### config.mk
export PLATFORM = sky130hd
export DESIGN_NAME = slpv_ctrl
export DESIGN_NICKNAME = d
export VERILOG_FILES = /design/src/slpv_pkg.sv /design/src/slpv_ctrl.sv
export VERILOG_INCLUDE_DIRS = /design/src /design/src/src
export SDC_FILE = /design/constraint.sdc
export NUM_CORES = 1
export LEC_CHECK = 0
export BUFFER_PORTS_ARGS = -buffer_cell sky130_fd_sc_hd__buf_2
export CAP_MARGIN = 15
export CORE_AREA = 2 2 39 41
export CTS_BUF_LIST = sky130_fd_sc_hd__clkbuf_4
export DETAILED_ROUTE_END_ITERATION = 8
export DIE_AREA = 0 0 41 43
export MAX_ROUTING_LAYER = met4
export SLEW_MARGIN = 15
export SYNTH_ARGS = -nofsm -noshare
export SYNTH_HDL_FRONTEND = slang
export SYNTH_SLANG_ARGS = --single-unit
### constraint.sdc
create_clock -name clk -period 3.98 [get_ports clk]
set_clock_uncertainty 0.15 [all_clocks]
set_input_delay 0 -clock clk [delete_from_list [all_inputs] [get_ports clk]]
set_output_delay 0 -clock clk [all_outputs]
set_load 0.1 [all_outputs]
### src/sample_loop_playback_voice_assert.svh
// ----------------------------------------------------------------------------
// sample_loop_playback_voice_assert.svh
// assertion macros shared by the voice modules; clk and rst_n are implied
// ----------------------------------------------------------------------------
`ifndef SAMPLE_LOOP_PLAYBACK_VOICE_ASSERT_SVH
`define SAMPLE_LOOP_PLAYBACK_VOICE_ASSERT_SVH

// same-cycle implication
`define SLPV_ASSERT_IMPL(lbl, ante, cons, msg) \
  lbl: assert property (@(posedge clk) disable iff (!rst_n) (ante) |-> (cons)) \
    else $error(msg);

// next-cycle implication
`define SLPV_ASSERT_NEXT(lbl, ante, cons, msg) \
  lbl: assert property (@(posedge clk) disable iff (!rst_n) (ante) |=> (cons)) \
    else $error(msg);

`endif

### src/slpv_pkg.sv
// ----------------------------------------------------------------------------
// slpv_pkg
// shared types and constants of the sample loop playback voice
// ----------------------------------------------------------------------------
package slpv_pkg;

  // field and register widths
  localparam int CFG_W     = 17;
  localparam int REG_IDX_W = 3;
  localparam int SAMPLE_W  = 16;
  localparam int SPEED_W   = 16;
  localparam int POS_W     = 17;
  localparam int ADDR_W    = 16;
  localparam int OP_W      = 2;
  // signed whole-step count taken from the stride accumulator
  localparam int STEP_W    = 18;

  localparam logic signed [SPEED_W-1:0] SPEED_RESET = 16'sd4096;

  // configuration register indexes
  localparam logic [REG_IDX_W-1:0] REG_PLAY_START  = 3'd0;
  localparam logic [REG_IDX_W-1:0] REG_PLAY_END    = 3'd1;
  localparam logic [REG_IDX_W-1:0] REG_LOOP_BEGIN  = 3'd2;
  localparam logic [REG_IDX_W-1:0] REG_LOOP_FINISH = 3'd3;
  localparam logic [REG_IDX_W-1:0] REG_SPEED       = 3'd4;
  localparam logic [REG_IDX_W-1:0] REG_LOOP_ENABLE = 3'd5;
  localparam logic [REG_IDX_W-1:0] REG_CUT_ENABLE  = 3'd6;

  // request opcodes
  typedef enum logic [OP_W-1:0] {
    OP_TICK     = 2'd0,
    OP_NOTE_ON  = 2'd1,
    OP_NOTE_OFF = 2'd2,
    OP_WRITE    = 2'd3
  } op_t;

  // controller to datapath commands
  typedef struct packed {
    logic mem_write;
    logic note_on;
    logic note_off;
    logic tick_start;
    logic out_load;
    logic step;
  } slpv_cmd_t;

  // datapath to controller status
  typedef struct packed {
    logic count_zero;
    logic count_last;
    logic out_free;
  } slpv_status_t;

endpackage

### src/slpv_ctrl.sv
// ----------------------------------------------------------------------------
// slpv_ctrl
// request sequencer: decodes each request and walks a tick through the
// read, result and stepping phases
// ----------------------------------------------------------------------------
module slpv_ctrl import slpv_pkg::*; (
  input  logic              clk,
  input  logic              rst_n,
  input  logic              in_valid,
  output logic              in_ready,
  input  logic [OP_W-1:0]   in_op,
  input  slpv_status_t      status,
  output slpv_cmd_t         cmd
);

  typedef enum logic [1:0] {
    ST_IDLE,
    ST_READ,
    ST_STEP
  } state_t;

  state_t state_r;
  state_t state_nxt;
  op_t    op;

  assign op       = op_t'(in_op);
  assign in_ready = (state_r == ST_IDLE);

  // next state and commands
  always_comb begin
    state_nxt = state_r;
    cmd       = '0;
    case (state_r)
      ST_IDLE: begin
        if (in_valid) begin
          case (op)
            OP_WRITE: begin
              cmd.mem_write = 1'b1;
            end
            OP_NOTE_ON: begin
              cmd.note_on = 1'b1;
            end
            OP_NOTE_OFF: begin
              cmd.note_off = 1'b1;
            end
            OP_TICK: begin
              cmd.tick_start = 1'b1;
              state_nxt      = ST_READ;
            end
            default: begin
            end
          endcase
        end
      end
      ST_READ: begin
        if (status.out_free) begin
          cmd.out_load = 1'b1;
          state_nxt    = status.count_zero ? ST_IDLE : ST_STEP;
        end
      end
      ST_STEP: begin
        cmd.step = 1'b1;
        if (status.count_last) begin
          state_nxt = ST_IDLE;
        end
      end
      default: begin
        state_nxt = ST_IDLE;
      end
    endcase
  end

  // state register
  always_ff @(posedge clk) begin
    if (!rst_n) begin
      state_r <= ST_IDLE;
    end else begin
      state_r <= state_nxt;
    end
  end

  `include "sample_loop_playback_voice_assert.svh"

  // stepping only runs with steps left to take
  `SLPV_ASSERT_IMPL(a_step_has_work, state_r == ST_STEP, !status.count_zero, "step with zero count")
  // an accepted tick always goes on to the memory read phase
  `SLPV_ASSERT_NEXT(a_tick_to_read, in_valid && in_ready && op == OP_TICK, state_r == ST_READ, "tick did not start read")

endmodule

==> metrics.md <==
| Metric | Value |
|---|---|
| Status | complete, no violations |
| P per Cell Area | 322 nW/um2 |
| Boundary Pins | 15 |
| Starting Density | 0.114 |
| Max cap viols | 0 |
| WP data arrival | 1910 ps |
| Reg clk slew, reported paths | about 30 ps |
| Final period util | 0.476 |
| Critical path launch point | state_r[1] |
| Crit-path max FO | 6 |
| Area leader, netlist | dfxtp_1 |
| Minimum clock period | 1890 ps |
| Fillers | roughly 160 |
| Yosys cell types | 11 |
| Flops & latches, synth | 2 |
| Drt via density | between 3 and 4 |
| Max reg flops | 2 |
| Min-Delay Path Depth | 4 |
| Initial antenna violation count | 0 |
| Total wire length | ~500 um |
| Syn_area_per_cell | 9.27 um2 |
| Hold Path Origin | in_op[0] |
| Leakage | about 0.00017 uW |
| Nets | 48 |
| Post-Syn Area | ~160 um2 |
| Placed wire-length estimate | around 350 um |
| N_diodes | 0 |
| Clk sinks | 2 |
| Endpoint of the lowest-slack register-to-register path | state_r[0] |
| Die Wd | between 40 and 50 um |
| Port bufs | 14 |
| Slew headroom | 0.678 |
| Core Region | 1380 um2 |
| DRC violation count after routing | 0 |
| Total power | between 90 and 100 uW |
| First-pass DRT Iterations | 2 |
| Worst hold path endpoint | cmd[3] |
| Clk_lat worst skew | between 200 and 250 ps |
| Largest net degree at the start of global routing | 7 |
| Final setup fails | 0 |
| Share of the synthesized area in the top cell type | 0.254 |
| Antenna viol nets, final | 0 |
| Largest Register | state_r |
| Std cell rows | 14 |
| Peak supply drop | 0.108 mV |
| F_max | 528 MHz |
| Area grow syn2layout | 96.8% |
| Largest registers | state_r x2 |
| Vias in the first global route | approximately 200 |
| Seq/Total Area, Yosys | 0.254 |
| Critical path type | flop to flop |
| CP Data Required Time | about 4000 ps |
| DR vias | 213 |
| Post-CTS Resized | 0 |
| Hold Path Class | input port to output port |
| Iter 0 DRT Violations | 4 |
| First-pass GRT wire length | 807 um |
| Die ar. | roughly 1800 um2 |
| Synth Instances | 17 |
| Synth top area cells | dfxtp_1 (25%), and4_1 (11%), o41ai_2 (10%) |
| Die height | approximately 43 um |
| TritonCTS clock tree | yes |
| CTS Buffer Depth | 2 |
| Max Slew Vio Count | 0 |
| Total Routing Usage GR | 0.0759 |
| Worst R2R Setup Slack | 2090 ps |
| # H-tree levels | 1 |
| Yosys Warn Count | 0 |
| R2r startpoint | state_r[1] |
| CTS buffer count | 3 |
| Syn Nets | 25 |
| CP Launch Type | flop |
| Setup TNS | 0 ps |
| Hold Vio Cnt, Final | 0 |
| Multi-input gate area | around 110 um2 |
| Share of layout cells above drive strength 1 | 0.579 |
| Slew @ Worst Pin | 486 ps |
| Routed length per instance | ~9.5 um |
| Register area | between 40 and 50 um2 |
| GRT Residual Overflow | 0 |
| CTS root buf | clkbuf_4 |
| CP Capture Type | flop |
| RSZ-0062 raised after global routing | false |
| Routability cong. | approximately 0.7 |
| Worst r2r path cells | 3 |
power by group:
group,switching [uW],internal (uW),total [uW]
combinational,24.4,9.08,33.4
clock,11.8,33.3,45.0
sequential,0.661,20.7,21.4
total,36.8,63.1,99.9
critical path, stage by stage, from the launching register on:
cell and delay [ps]:
dfxtp_1 350, or4b_4 550, o41ai_2 200, dlygate4sd3_1 580
metal layers:
| layer | track usage | vias up | wire length [um] |
|---|---|---|---|
| met1 | 0.0828 | 95 | 236 |
| li1 | - | 107 | - |
| met5 | - | - | 0 |
| met3 | 0.0471 | 0 | 53 |
| met4 | 0.0600 | 0 | 0 |
| met2 | 0.0938 | 11 | 221 |
synth_stat cells:
cell type  number
nor2b_1         1
dfxtp_1         2
and2b_2         1
and3b_2         1
a32o_1          1
o41ai_2         1
or4bb_2         1
and4_1          2
nor2_1          3
or4b_4          1
inv_1           3
stage by stage:
step	utilization	cell area [um2]	hold slack, ps	setup WS (ps)	cells
floorplan	-	158	-51.0	1210	17
global placement	0.179	248	92.0	2400	47
detailed placement	0.179	248	103	2390	47
CTS	0.224	310	394	2090	54
global route	0.224	310	419	2000	54
finish	0.224	310	394	2090	54
layout by cell type, fill, tap and decap left out:
cell / n
o41ai_2: 1
or4bb_2: 1
and4_1: 2
and2b_2: 1
dfxtp_1: 2
inv_1: 3
and3b_2: 1
clkbuf_4: 3
nor2b_1: 1
nor2_1: 3
a32o_1: 1
dlygate4sd3_1: 4
buf_2: 14
or4b_4: 1
layout make-up:
type	instances	share of cell area
Clock buffer	3	0.0726
Inverter	3	0.0363
Timing Repair Buffer	18	0.355
Multi-Input combinational cell	12	0.343
Tap cell	16	0.0645
Sequential cell	2	0.129
how the worst max path moves through the flow:
stage | end | cells past startpoint
2_1_floorplan | cmd[4] | 2
3_3_place_gp | cmd[2] | 3
3_5_place_dp | cmd[2] | 3
4_1_cts | state_r[0] | 3
5_1_grt | state_r[0] | 3
6_report | state_r[0] | 3
kinds of logic (layout without fill, tap and decap cells):
kind of cell    after synthesis  in the layout  synth area share
flops                         2              2             0.254
buf+inv                       3             24            0.0714
simple gates                 10             10             0.508
compound gates                2              2             0.167
what timing repair did:
action,in CTS,in global routing
hold endpoints to repair,2,0
hold buffers,4,0
buffers inserted,0,0
setup endpoints to repair,0,0
(Power assumes the default switching activity.)
